<file path="src/rtl/core/rv64ie_pkg.sv">
`timescale 1ns / 1ps
// ----------------------------------------------------------------------------
// rv64ie_pkg: shared types and constants for the RV64I immediate ALU unit
// Instruction field codes, register file geometry and result bundle.
// ----------------------------------------------------------------------------
package rv64ie_pkg;

	localparam int XLEN      = 64;
	localparam int REG_COUNT = 32;
	localparam int REG_AW    = 5;
	localparam int INST_W    = 32;

	localparam logic [XLEN-1:0] STACK_TOP_RESET = 64'h0000_0000_8010_0000;
	localparam logic [REG_AW-1:0] STACK_REG     = 5'd2;
	localparam logic [REG_AW-1:0] ZERO_REG      = 5'd0;

	localparam logic [6:0] OPC_OP_IMM = 7'h13;

	typedef enum logic [2:0] {
		F3_ADDI  = 3'd0,
		F3_SLLI  = 3'd1,
		F3_SLTI  = 3'd2,
		F3_SLTIU = 3'd3,
		F3_XORI  = 3'd4,
		F3_SRXI  = 3'd5,
		F3_ORI   = 3'd6,
		F3_ANDI  = 3'd7
	} funct3_t;

	localparam logic [5:0] TOP6_SRLI = 6'h00;
	localparam logic [5:0] TOP6_SRAI = 6'h10;

	typedef struct packed {
		logic [REG_AW-1:0] dest;
		logic [XLEN-1:0]   value;
		logic              wrote;
		logic              unknown;
	} result_t;

	typedef struct packed {
		logic              en;
		logic [REG_AW-1:0] addr;
		logic [XLEN-1:0]   data;
	} wr_req_t;

endpackage

</file>
<file path="src/rtl/core/rv64ie_regfile.sv">
`timescale 1ns / 1ps
// ----------------------------------------------------------------------------
// rv64ie_regfile: 32 x 64-bit integer register file
// One combinational read port with x0 tied to zero, one clocked write port.
// ----------------------------------------------------------------------------
module rv64ie_regfile (
	input  logic                             clk,
	input  logic                             arst_n,
	input  logic [rv64ie_pkg::REG_AW-1:0]    rd_addr,
	output logic [rv64ie_pkg::XLEN-1:0]      rd_data,
	input  rv64ie_pkg::wr_req_t              wr_req
);

	logic [rv64ie_pkg::XLEN-1:0] regs_q [rv64ie_pkg::REG_COUNT];

	always_ff @(posedge clk or negedge arst_n) begin
		if (!arst_n) begin
			for (int i = 0; i < rv64ie_pkg::REG_COUNT; i++) begin
				regs_q[i] <= (i == int'(rv64ie_pkg::STACK_REG)) ?
					rv64ie_pkg::STACK_TOP_RESET : '0;
			end
		end else if (wr_req.en && (wr_req.addr != rv64ie_pkg::ZERO_REG)) begin
			regs_q[wr_req.addr] <= wr_req.data;
		end
	end

	assign rd_data = (rd_addr == rv64ie_pkg::ZERO_REG) ? '0 : regs_q[rd_addr];

endmodule

</file>
<file path="config.mk">
export PLATFORM = sky130hd
export DESIGN_NAME = rv64ie_regfile
export DESIGN_NICKNAME = d
export VERILOG_FILES = /design/src/rtl/core/rv64ie_pkg.sv /design/src/rtl/core/rv64ie_regfile.sv
export SDC_FILE = /design/constraint.sdc
export NUM_CORES = 2
export LEC_CHECK = 0
export ABC_AREA = 1
export BUFFER_PORTS_ARGS = -buffer_cell sky130_fd_sc_hd__buf_4
export CAP_MARGIN = 20
export CORE_UTILIZATION = 35
export CTS_BUF_LIST = sky130_fd_sc_hd__clkbuf_8
export DETAILED_ROUTE_END_ITERATION = 8
export GPL_ROUTABILITY_DRIVEN = 0
export PLACE_DENSITY = 0.5
export SLEW_MARGIN = 25
export SYNTH_ARGS = -nofsm -noshare
export SYNTH_HDL_FRONTEND = slang
export SYNTH_SLANG_ARGS = --single-unit
</file>
<file path="constraint.sdc">
create_clock -name clk -period 2.1 [get_ports clk]
set_clock_uncertainty 0.05 [all_clocks]
set_input_delay 0.42 -clock clk [delete_from_list [all_inputs] [get_ports clk]]
set_output_delay 0.42 -clock clk [all_outputs]
set_load 0.01 [all_outputs]
</file>
==> Yosys cells after proc, flatten, opt, wreduce, memory -nomap -nowiden <==
Index checks and enable logic that the tools add are counted.
{ "word_totals": {"n_memories": 0, "reg_bits": 2048, "romBits": 0, "mem_bits_rw": 0, "inputBits": 77, "latch_bits": 0, "elab_cells": 48, "output_inout_bits": 64} }
{ "op_classes": {"add_sub_neg": 0, "div": 0, "n_reduce_logical": 4, "mux": 7, "eq_ne": 0, "bitwise_logic": 2, "order_cmp": 3, "shift": 0, "n_mul": 0} }
{ "ops": {"columns": ["operator", "count"], "rows": [
  ["$bwmux W2048", 1],
  ["$bmux W64 S5", 1],
  ["$demux W64 S5", 1],
  ["$mux W64", 4],
  ["$ge A6 B6 Y1 const B", 2],
  ["$not A5 Y6", 2],
  ["$lt A6 B1 Y1 const B", 1],
  ["$logic_not A5 Y1", 1],
  ["$reduce_bool A5 Y1", 1],
  ["$logic_and A1 B1 Y1", 2]
]} }

==> Depth between registers and ports, before layout <==
{ "logic_depth": {"word_depth": 6, "depth_mapped": 13} }

==> Worst setup path after synthesis <==
No wires, ideal clock.
{ "synth_path": {"path_type": "input to output", "from": "input port rd_addr[0] in the netlist's numbering", "to": "output port rd_data[24] in the netlist's numbering", "stages": 12, "required_ns": 1.630, "setup_slack_ns": 0.036, "arrival_ns": 1.594, "cell_sequence": "buf_6 -> inv_4 -> buf_2 -> clkbuf_1 -> nand2_1 -> nand3_1 -> nand3_1 -> nand2_1 -> nand2_1 -> nand2_1 -> nor2_1 -> nor2_1"} }
{ "synth_between": {"elab_chain_len": 5} }
{ "synth_rtl": {"columns": ["element", "line", "text"], "rows": [
  ["start: declaration", "rv64ie_regfile.sv:9", "input logic [rv64ie_pkg::REG_AW-1:0] rd_addr,"],
  ["$not A5 Y6 (not written as such)", "rv64ie_regfile.sv:27", "assign rd_data = (rd_addr == rv64ie_pkg::ZERO_REG) ? '0 : regs_q[rd_addr];"],
  ["$bmux W64 S5", "rv64ie_regfile.sv:27", null],
  ["$mux W64 (not written as such) (2 in series)", "rv64ie_regfile.sv:27", null],
  ["$mux W64 (*)", "rv64ie_regfile.sv:27", null],
  ["end: declaration", "rv64ie_regfile.sv:10", "output logic [rv64ie_pkg::XLEN-1:0] rd_data,"]
]} }
Mark *: on every way between the ends. The rest lies on a longest branch, timed or not. The select of a mux whose other input is x is not followed.

==> Final worst setup path <==
{ "layout_path": {"from": "register regs_q[487] in the netlist's numbering", "to": "output port rd_data[39] in the netlist's numbering"} }
{ "layout_between": {"elab_chain_len": 4} }
{ "layout_rtl": {"columns": ["element", "line", "text"], "rows": [
  ["start: declaration", "rv64ie_regfile.sv:14", "logic [rv64ie_pkg::XLEN-1:0] regs_q [rv64ie_pkg::REG_COUNT];"],
  ["start signal: indexed assignment", "rv64ie_regfile.sv:19", "regs_q[i] <= (i == int'(rv64ie_pkg::STACK_REG)) ?"],
  ["start signal: indexed assignment", "rv64ie_regfile.sv:23", "regs_q[wr_req.addr] <= wr_req.data;"],
  ["$bmux W64 S5", "rv64ie_regfile.sv:27", null],
  ["$mux W64 (not written as such) (2 in series)", "rv64ie_regfile.sv:27", null],
  ["$mux W64", "rv64ie_regfile.sv:27", null]
]} }
No other way between the ends. The select of a mux whose other input is x is not followed.

==> impl_metrics.tcl <==
set metrics [dict create \
    critPathLaunchType "flop" \
    power_density_nw_per_um2 947.0 \
    cpMaxStageDelayCell "dfrtp_1" \
    die-width_um 516.9 \
    synth-xor-area-share 0 \
    slowest_delay_ns 0.36 \
    synth_top_area_frac 0.5517 \
    muxShareOfSynthArea 0 \
    violations "setup timing" \
    largest_reg_flops 2048 \
    period_share 1.376 \
    crit_required_ns 1.63 \
    slew_viol_final 0 \
    vias 82420 \
    path_cells "nand2_1 > nand3_1 > nand3_1 > nand2_1 > nand2_2 > nand3_2 > nand2_2 > nor2_4 > buf_6 > buf_6" \
    synth-seq-cells 2048 \
    clock_path_buffers 4 \
    dieArea_um2 267200 \
    seq_area_frac_synth 0.5522 \
    chipHeight_um 516.9 \
    final_common_cell "nand2_1" \
    p_leak_nw 53.87 \
    cp_max_fo 2 \
    dp_hpwl_um 207500 \
    grt_usage 0.2570 \
    regMostFlops "regs_q" \
    netlist.top_cell.by_area "dfrtp_1" \
    pin_count 141 \
    critPathTopFamily "simple AND/OR/NAND/NOR gates" \
    maxSlewHeadroom 0.3891 \
    drc 0 \
    hold_viol 0 \
    synthSimpleGateAreaFrac 0.2823 \
    yosys_warnings 0 \
    synth_top_family_by_area "simple AND/OR/NAND/NOR gates" \
    drtAntennaViolNets 0 \
    grt_max_degree 113 \
    finalSetupViolations 64 \
    yosysUniqueCellTypes 21 \
    max-vdd-ir-drop_mv 0.4996 \
    cts_htree_levels 5 \
    reg.largest.list "regs_q: 2048 flops" \
    clk_pin_slew_worst_paths_ns 0.06 \
    end_kind "primary output" \
    drv_cap 0 \
    synthAdderAreaFrac 0 \
    synth_nets 11760 \
    cts_buffers 366 \
    coreArea_um2 263000 \
    grt_pass1_vias 80800 \
    status "complete, but fails checks" \
    grt_first_pass_wirelength_um 522200 \
    worstHoldPathType "input port to flop" \
    hp-start "wr_req[65]" \
    drt_iter0_markers 8270 \
    antenna_found_initial 2 \
    fin_ws_ns -0.7905 \
    synth.avg_cell_area_um2 7.945 \
    timing.rr.start "regs_q[675]" \
    netlist_area_um2 92810 \
    start_util 0.3529 \
    worstSkewPairLatency_ns 0.99 \
    drive_gt1_frac 0.1540 \
    crit_arrival_ns 2.42 \
    timing.fmax_mhz 346.0 \
    wl_per_cell_um 21.94 \
    tightest_slew_ns 0.9134 \
    period_needed_ns 2.891 \
    layout_common_cells "nand2_1, dfrtp_1, o21ai_0, nand3_1, buf_4" \
    netlist_instances 11680 \
    tritoncts "yes" \
    crit_type "flop to primary output" \
    rsz0062_at_grt "yes" \
    first_pass_iters 6 \
    routed_via_density 5.242 \
    final_util 0.4295 \
    synth_area_leaders "dfrtp_1, nand2_1, nand3_1" \
    power.total_mw 107.0 \
    grt_remaining_overflow 0 \
    clock-root-buffer "clkbuf_8" \
    synth_compound_area_frac 0.1075 \
    place.port_buffers 140 \
    fillers 26560 \
    critPathBufInv 2 \
    area_delta_synth_final_pct 21.70 \
    layout.nets 12030 \
    routed_wl_um 345000 \
    clock-sinks 2048 \
    critPathLaunch "regs_q[487]" \
    rows 188 \
]
-- power breakdown --
| part | internal (mW) | switching (mW) |
|---|---|---|
| Clock | 19.8 | 17.2 |
| Combinational | 8.06 | 10.8 |
| Sequential | 47.0 | 4.07 |
-- worst reg2reg max path: cells and delay by family (launching register included) --
| family | cells | cell delay (ns) |
|---|---|---|
| buf+inv | 2 | 0.25 |
| flops | 1 | 0.37 |
| compound gates | 1 | 0.09 |
| simple gates | 1 | 0.05 |
-- final cells by class --
| cell class | count | area [um^2] | share of cell area |
|---|---|---|---|
| flip-flops and latches | 2048 | 51250 | 0.4538 |
| multi-input cells | 8420 | 38010 | 0.3366 |
| repair buffers | 1034 | 11810 | 0.1046 |
| clock buffers | 460 | 6331 | 0.05606 |
| well taps | 3515 | 4398 | 0.03894 |
| clock inverters | 167 | 790.8 | 0.007002 |
| inverters | 78 | 340.3 | 0.003013 |
| diodes | 2 | 5.005 | 0.00004431 |
-- per-stage QoR --
step                setup TNS (ns)  instance area, um^2  worst slack [ns]  hold slack, ns  std cells
floorplan                        0                92810           0.03638         0.07441      11680
global placement            -37.98               102300            -1.339          0.3132      14910
detailed placement          -38.84               102300            -1.340          0.3105      14910
CTS                         -45.18               111300           -0.9289         0.02085      15620
global route                -45.76               112900           -0.9241          0.1000      15720
finish                      -38.08               112900           -0.7905         0.09295      15720
-- layer usage --
layer / track usage / vias to the layer above / share of wire
met3: 0.03425 / 524 / 0.059
met4: 0.07643 / 2 / 0.028
met1: 0.3504 / 40680 / 0.44
met5: 0 / - / 0.000038
li1: - / 38460 / -
met2: 0.4244 / 2756 / 0.47
-- cells by family (layout without fill, tap and decap cells) --
family,Yosys count,count (layout)
AND/OR/NAND/NOR,6426,6426
flip-flops,2048,2048
other,0,2
buffers and inverters,1213,1739
AO/OA/AOI/OAI,1994,1994
-- final timing paths --
check | endpoint | slack, ns | cells after the start
worst max-delay path | rd_data[39] | -0.79 | 10
worst min-delay path | regs_q[1681] | 0.09 | 5
worst max register to register | regs_q[675] | 1.14 | 4
worst min register to register | regs_q[1999] | 0.32 | 0
max in group asynchronous | regs_q[594] | 0.39 | 3
min in group asynchronous | regs_q[1477] | 0.25 | 3
-- cells in the mapped netlist (all sizes together) --
master / count
inv: 78
clkbuf: 630
nor2: 590
nand3: 1604
nand2: 4222
nor4: 1
buf: 505
a21oi: 453
nor3: 9
dfstp: 2
o21ai: 1541
dfrtp: 2046
-- repair_timing --
action | 4_1_cts | 5_1_grt
hold buffers | 68 | 0
resized for setup | 299 | 211
endpoints found under the setup margin | 64 | 64
buffers inserted | 37 | 103
pin swaps | 349 | 329
endpoints found under the hold margin | 3634 | 0
(Power assumes the default switching activity.)
