<file path="config.mk">
export PLATFORM = sky130hd
export DESIGN_NAME = rv64ie_alu
export DESIGN_NICKNAME = d
export VERILOG_FILES = /design/src/rtl/core/rv64ie_pkg.sv /design/src/rtl/core/rv64ie_alu.sv
export SDC_FILE = /design/constraint.sdc
export NUM_CORES = 1
export LEC_CHECK = 0
export BUFFER_PORTS_ARGS = -buffer_cell sky130_fd_sc_hd__clkbuf_2
export CORE_ASPECT_RATIO = 0.8
export CORE_UTILIZATION = 51
export DETAILED_ROUTE_END_ITERATION = 10
export PLACE_DENSITY = 0.77
export SYNTH_ARGS = -nofsm -noshare
export SYNTH_HDL_FRONTEND = slang
export SYNTH_SLANG_ARGS = --single-unit
</file>
<file path="constraint.sdc">
create_clock -name vclk -period 5.4
set_input_delay 0.54 -clock vclk [all_inputs]
set_output_delay 0.54 -clock vclk [all_outputs]
set_load 0.05 [all_outputs]
</file>
<file path="src/rtl/core/rv64ie_pkg.sv">
`timescale 1ns / 1ps
// ----------------------------------------------------------------------------
// rv64ie_pkg: shared types and constants for the RV64I immediate ALU unit
// Instruction field codes, register file geometry and result bundle.
// ----------------------------------------------------------------------------
package rv64ie_pkg;

	localparam int XLEN      = 64;
	localparam int REG_COUNT = 32;
	localparam int REG_AW    = 5;
	localparam int INST_W    = 32;

	localparam logic [XLEN-1:0] STACK_TOP_RESET = 64'h0000_0000_8010_0000;
	localparam logic [REG_AW-1:0] STACK_REG     = 5'd2;
	localparam logic [REG_AW-1:0] ZERO_REG      = 5'd0;

	localparam logic [6:0] OPC_OP_IMM = 7'h13;

	typedef enum logic [2:0] {
		F3_ADDI  = 3'd0,
		F3_SLLI  = 3'd1,
		F3_SLTI  = 3'd2,
		F3_SLTIU = 3'd3,
		F3_XORI  = 3'd4,
		F3_SRXI  = 3'd5,
		F3_ORI   = 3'd6,
		F3_ANDI  = 3'd7
	} funct3_t;

	localparam logic [5:0] TOP6_SRLI = 6'h00;
	localparam logic [5:0] TOP6_SRAI = 6'h10;

	typedef struct packed {
		logic [REG_AW-1:0] dest;
		logic [XLEN-1:0]   value;
		logic              wrote;
		logic              unknown;
	} result_t;

	typedef struct packed {
		logic              en;
		logic [REG_AW-1:0] addr;
		logic [XLEN-1:0]   data;
	} wr_req_t;

endpackage

</file>
<file path="src/rtl/core/rv64ie_alu.sv">
`timescale 1ns / 1ps
// ----------------------------------------------------------------------------
// rv64ie_alu: OP-IMM decode and execute
// Decodes one instruction word and computes its result from operand rs1.
// ----------------------------------------------------------------------------
module rv64ie_alu (
	input  logic [rv64ie_pkg::INST_W-1:0] inst,
	input  logic [rv64ie_pkg::XLEN-1:0]   rs1_val,
	output rv64ie_pkg::result_t           result
);

	logic [6:0]                  opcode;
	rv64ie_pkg::funct3_t         f3;
	logic [5:0]                  top6;
	logic [5:0]                  shamt;
	logic [rv64ie_pkg::REG_AW-1:0] rd;
	logic [rv64ie_pkg::XLEN-1:0] imm;
	logic [rv64ie_pkg::XLEN-1:0] res;
	logic                        ok;
	logic                        is_opimm;

	assign opcode   = inst[6:0];
	assign f3       = rv64ie_pkg::funct3_t'(inst[14:12]);
	assign top6     = inst[31:26];
	assign shamt    = inst[25:20];
	assign rd       = inst[11:7];
	assign imm      = {{(rv64ie_pkg::XLEN-12){inst[31]}}, inst[31:20]};
	assign is_opimm = (opcode == rv64ie_pkg::OPC_OP_IMM);

	always_comb begin
		res = '0;
		ok  = 1'b1;
		unique case (f3)
			rv64ie_pkg::F3_ADDI:  res = rs1_val + imm;
			rv64ie_pkg::F3_SLLI:  res = rs1_val << shamt;
			rv64ie_pkg::F3_SLTI:  res = {63'd0, ($signed(rs1_val) < $signed(imm))};
			rv64ie_pkg::F3_SLTIU: res = {63'd0, (rs1_val < imm)};
			rv64ie_pkg::F3_XORI:  res = rs1_val ^ imm;
			rv64ie_pkg::F3_SRXI: begin
				if (top6 == rv64ie_pkg::TOP6_SRLI) begin
					res = rs1_val >> shamt;
				end else if (top6 == rv64ie_pkg::TOP6_SRAI) begin
					res = $unsigned($signed(rs1_val) >>> shamt);
				end else begin
					ok = 1'b0;
				end
			end
			rv64ie_pkg::F3_ORI:   res = rs1_val | imm;
			rv64ie_pkg::F3_ANDI:  res = rs1_val & imm;
			default:              ok = 1'b0;
		endcase
	end

	always_comb begin
		result.dest    = rd;
		result.unknown = !is_opimm;
		result.wrote   = is_opimm && ok && (rd != rv64ie_pkg::ZERO_REG);
		result.value   = result.wrote ? res : '0;
	end

endmodule

</file>
# Word level (Yosys, flattened, before mapping)
# Index checks and enable logic that the tools add are counted.
# word_totals
word_cells	31
out_inout_bits	71
register_bits	0
inputBits	96
# op_classes
n_mux	7
n_shift	3
addsub	1
n_lt_le_gt_ge	2
eq_ne	9
reduce_logical	6
n_bitwise	3
# ops
cell	n
$pmux 64 s8	1
$mux 64	3
$add 64x64->64	1
$and 64x64->64	1
$lt 64x12->1	1
$lt 64x64->1	1
$or 64x64->64	1
$shl 64x6->64	1
$shr 64x6->64	1
$sshr 64x6->64	1
$xor 64x64->64	1
$eq 3x3->1 const B	4
$eq 7x5->1 const B	1
$eq 3x2->1 const B	2
$eq 6x5->1 const B	1
$logic_not 6->1	1
$reduce_bool 5->1	1
$eq 3x1->1 const B	1
$logic_not 3->1	1
$mux 1	3
$logic_and 1x1->1	2
$logic_not 1->1	1

# Logic depth before layout (Yosys ltp)
# Gate-level depths: netlist of the first run.
# logic_depth
word_depth	7
depth_mapped	18
depth_no_buf	13

# Worst setup path after synthesis of the first run
# Ideal clock, no wire load.
# synth_timing
path_type	input -> output
start	input port inst[31] in the netlist's numbering
end	output port result[15] in the netlist's numbering
cell_stages	8
arrival_time_ns	6.343
required_ns	4.860
setup_slack_ns	-1.483
n_path_buf	1
path_cell_list	inv_1 -> ha_1 -> buf_2 -> and2_1 -> a221o_1 -> a41oi_1 -> xnor2_1 -> a2111oi_0
# synth_rtl
item	line	text
from (decl)	rv64ie_alu.sv:7	input logic [rv64ie_pkg::INST_W-1:0] inst,
to (decl)	rv64ie_alu.sv:9	output rv64ie_pkg::result_t result

==> results of run 1 <==
-- cells in the final DEF, fill, tap and decap left out, types with 53 or more instances in the layout --
cell      synthesis  routed
nor2_1          404     401
a21oi_1         306     303
o21ai_0         245     245
nand2_1         211     210
ha_1            193     193
mux2i_1         137     137
inv_1           120     118
clkbuf_2          0     107
buf_4            12      83
mux4_2           72      72
a211oi_1         64      58
buf_12            0      56
nor2b_1          53      53
-- layout make-up --
| class | instances | area share [%] |
|---|---|---|
| multi-input cells | 2325 | 83.06 |
| repair buffers | 249 | 11.61 |
| well taps | 465 | 2.929 |
| inverters | 123 | 2.362 |
| diodes | 3 | 0.03779 |
-- metrics by stage --
| stage | hold slack (ns) | worst slack (ns) | utilization, % | TNS [ns] | cell area, sq um |
|---|---|---|---|---|---|
| after floorplan | 1.247 | -0.2802 | - | -0.3749 | 18040 |
| after global placement | 1.394 | 0.5993 | 58.39 | 0 | 19860 |
| after detailed placement | 1.394 | 0.5322 | 58.39 | 0 | 19860 |
| after CTS | 1.394 | 0.5179 | 58.39 | 0 | 19860 |
| after global routing | 1.404 | 0.2581 | 58.39 | 0 | 19860 |
| final | 1.394 | 0.3504 | 58.41 | 0 | 19860 |
-- routing by layer --
metal	vias to the layer above	routed length (microns)	GRT usage, %
met5	-	23	0
met4	4	8054	34.03
met3	431	14360	15.75
met2	2143	36990	71.70
met1	10680	34840	65.64
li1	9861	-	-
-- cell families after synthesis --
family                   after synthesis  share of synthesized area, %
AO/OA/AOI/OAI                        973                         34.67
multiplexers                         233                         18.32
adder cells (fa/ha/maj)              194                         13.67
XOR/XNOR                              56                         2.754
buffers and inverters                378                         8.810
AND/OR/NAND/NOR                      869                         21.77
-- worst paths after layout --
check,from,endpoint,slack [ns],cells past startpoint
max,inst[31],result[58],0.35,16
min,inst[8],result[67],1.39,2
==> flow_summary.json, run 1 <==
{
  "largest_net_degree_at_the_start_of_global_routing": 143,
  "grt_pass1_wl_mm": 135.1,
  "yosysSeqAreaShare_pct": 0,
  "synth_area_leader_cell": "ha_1",
  "syn_avg_cell_area_sq_um": 6.589,
  "syn-instance-count": 2703,
  "cts_setup_buffers": 0,
  "multi_input_area_sq_um": 16500,
  "global_route_usage_over_all_layers_pct": 50.67,
  "timing.max_cap.violations": 0,
  "max_clock_freq_ghz": 0.1980,
  "clkbuf_count": 0,
  "core.rowCount": 60,
  "max_stage_delay_ns": 0.52,
  "final_min_period_over_clock_period_pct": 93.51,
  "post_layout_instance_count_excluding_filler_cells": 3165,
  "worst_ep_arrival_time_ns": 4.51,
  "place_inst": 3162,
  "setup_viol_count_final": 0,
  "ys_top_cells_by_area": "ha_1 14%, mux4_2 9.1%, a21oi_1 8.6%, nor2_1 8.5%, mux2i_1 7.7%",
  "hold_class": "input pin to output port",
  "cp_slowest_cell": "ha_1",
  "yosysUniqueCellTypes": 86,
  "fill_cells": 3292,
  "worstPathCellList": "clkbuf_2, clkinvlp_4, buf_12, ha_1, and2_1, nand4_1, nor3_2, o211ai_2, a211oi_1, or3_4, a31oi_1, o31a_1, nand2_1, o21ai_0, a211oi_4, buf_12",
  "antenna_violations_before_repair": 4,
  "synth_top_area_share_pct": 13.56,
  "routed_via_density": 7.305,
  "hold_buffers": 0,
  "synth.cells.most_frequent": "404 x nor2_1, 306 x a21oi_1, 245 x o21ai_0",
  "area_delta_synth_final_pct": 11.54,
  "maxSlewHeadroom_pct": 19.33,
  "floorplan_core_area_sq_um": 34010,
  "globalplace.congestion": 1.160,
  "route.vias.total": 23120,
  "path_max_fanout": 72,
  "post_synth_instance_area_sq_um": 17810,
  "worstSetupPathType": "input pin to output port",
  "global_route.overflow_total": 0,
  "register_area_sq_um": 0,
  "first_iter_violations": 4459,
  "crit_path_frequent_cell": "buf_12",
  "drcViolationCount": 0,
  "finalCriticalPeriod_ns": 5.050,
  "final_layout_size_suffix_gt1_share_pct": 15.35,
  "dp_hpwl_mm": 72.73,
  "place.port_buffers": 162,
  "drt.antenna.violating_nets": 0,
  "critPathCaptureType": "output port",
  "grt_pass1_vias": 20560,
  "die_area_sq_um": 35680,
  "post_drt_wl_per_cell_microns": 29.78,
  "worst-path-buf-inv": 4,
  "worstMarginPinSlew_ns": 1.176,
  "cp-start-kind": "input pin",
  "routed_wirelength_mm": 94.26,
  "finalHoldViolations": 0,
  "ys_warnings": 0,
  "post_layout_nets": 2989,
  "chipHeight_microns": 169.1,
  "cts_resized": 0,
  "cp_top_family": "compound AO/OA/AOI/OAI gates",
  "status": "finished, final reports clean",
  "synth_most_common_cell": "nor2_1",
  "dieWidth_microns": 210.9,
  "floorplan.initialDensity_pct": 52.37,
  "rsz_0062_raised_after_global_routing": "false",
  "boundaryPins": 167,
  "drt-pass1-iter-count": 8,
  "numSequentialCells": 0,
  "postSynthNetCount": 2993,
  "slew_viol_final": 0,
  "cp_data_required_time_ns": 4.86
}
==> run 2: changes to the inputs <==
--- a/config.mk
+++ b/config.mk
@@ -6,10 +6,11 @@
 export NUM_CORES = 1
 export LEC_CHECK = 0
 export BUFFER_PORTS_ARGS = -buffer_cell sky130_fd_sc_hd__clkbuf_2
+export CAP_MARGIN = 20
 export CORE_ASPECT_RATIO = 0.8
-export CORE_UTILIZATION = 51
+export CORE_UTILIZATION = 48
 export DETAILED_ROUTE_END_ITERATION = 10
-export PLACE_DENSITY = 0.77
+export PLACE_DENSITY = 0.73
 export SYNTH_ARGS = -nofsm -noshare
 export SYNTH_HDL_FRONTEND = slang
 export SYNTH_SLANG_ARGS = --single-unit
==> flow_summary.json, run 2 (synthesized netlist as in run 1, its figures left out) <==
{
  "status": "finished, final reports clean",
  "area_delta_synth_final_pct": 11.61,
  "hold_class": "input pin to output port",
  "slew_viol_final": 0,
  "grt_pass1_wl_mm": 138.2,
  "routed_wirelength_mm": 96.07,
  "worst_hold_path.num_cells": 2,
  "clkbuf_count": 0,
  "register_area_sq_um": 0,
  "die_area_sq_um": 37880,
  "globalplace.congestion": 1.169,
  "hold_buffers": 0,
  "final_min_period_over_clock_period_pct": 93.73,
  "floorplan.initialDensity_pct": 49.16,
  "fill_cells": 3657,
  "max_clock_freq_ghz": 0.1976,
  "drt-pass1-iter-count": 7,
  "worst_ep_arrival_time_ns": 4.52,
  "routed_via_density": 7.200,
  "critPathCaptureType": "output port",
  "layout_setup_ws_ns": 0.3388,
  "path_max_fanout": 176,
  "cts_setup_buffers": 0,
  "antenna_violations_before_repair": 4,
  "floorplan_core_area_sq_um": 36230,
  "cts_resized": 0,
  "dieWidth_microns": 217.4,
  "placement.setup.worst_slack_ns": 0.5072,
  "setup_viol_count_final": 0,
  "core.rowCount": 62,
  "drcViolationCount": 0,
  "rsz_0062_raised_after_global_routing": "false",
  "worstMarginPinSlew_ns": 0.9422,
  "post_drt_wl_per_cell_microns": 30.25,
  "first_iter_violations": 3954,
  "finalCriticalPeriod_ns": 5.061,
  "timing.max_cap.violations": 0,
  "global_route.overflow_total": 0,
  "boundaryPins": 167,
  "finalHoldViolations": 0,
  "worstSetupPathType": "input pin to output port",
  "most-common-layout-cells": "401 x nor2_1, 303 x a21oi_1, 245 x o21ai_0",
  "chipHeight_microns": 174.3,
  "layout.cells.most_common": "nor2_1",
  "global_route_usage_over_all_layers_pct": 48.69,
  "grt_pass1_vias": 20470,
  "place.port_buffers": 162,
  "maxSlewHeadroom_pct": 37.19,
  "cp_data_required_time_ns": 4.86,
  "largest_net_degree_at_the_start_of_global_routing": 177,
  "post_layout_nets": 2987,
  "drt.antenna.violating_nets": 0,
  "route.vias.total": 22870,
  "dp_hpwl_mm": 74.30,
  "numSequentialCells": 0,
  "final_layout_size_suffix_gt1_share_pct": 15.29,
  "cp-start-kind": "input pin"
}
run 2: worst paths after layout:
kind                    endpoint     start
worst max-delay path   result[4]  inst[21]
worst min-delay path  result[68]   inst[9]
run 2: layout make-up:
cell class | instances | area (sq um) | area share, %
inverters | 123 | 469.2 | 2.361
multi-input cells | 2325 | 16500 | 83.00
well taps | 480 | 600.6 | 3.022
diodes | 1 | 2.502 | 0.01259
repair buffers | 247 | 2306 | 11.60
run 2: layer usage:
metal	vias to the layer above	GRT usage [%]	wire, microns
met1	10680	64.61	36330
li1	9871	-	-
met5	-	0	41
met3	348	12.95	13470
met4	6	30.22	7603
met2	1967	69.50	38620
run 2: worst max-delay path: stages:
cell,delay [ns]
buf_6,0.16
buf_12,0.49
mux2_2,0.43
mux2i_1,0.29
and2_1,0.20
a21oi_1,0.08
nand2_1,0.12
o21ai_0,0.27
a21oi_1,0.31
nor2_1,0.08
o21ai_0,0.40
a21oi_1,0.14
o41a_1,0.49
clkbuf_2,0.27
run 2: through the flow:
step / utilization, % / hold slack, ns / setup TNS [ns] / cells / instance area (sq um)
global route: 54.86 / 1.413 / 0 / 3175 / 19870
detailed placement: 54.83 / 1.392 / 0 / 3174 / 19860
CTS: 54.83 / 1.392 / 0 / 3174 / 19860
global placement: 54.83 / 1.394 / 0 / 3174 / 19860
finish: 54.87 / 1.391 / 0 / 3176 / 19880
floorplan: - / 1.247 / -0.3749 / 2703 / 18040
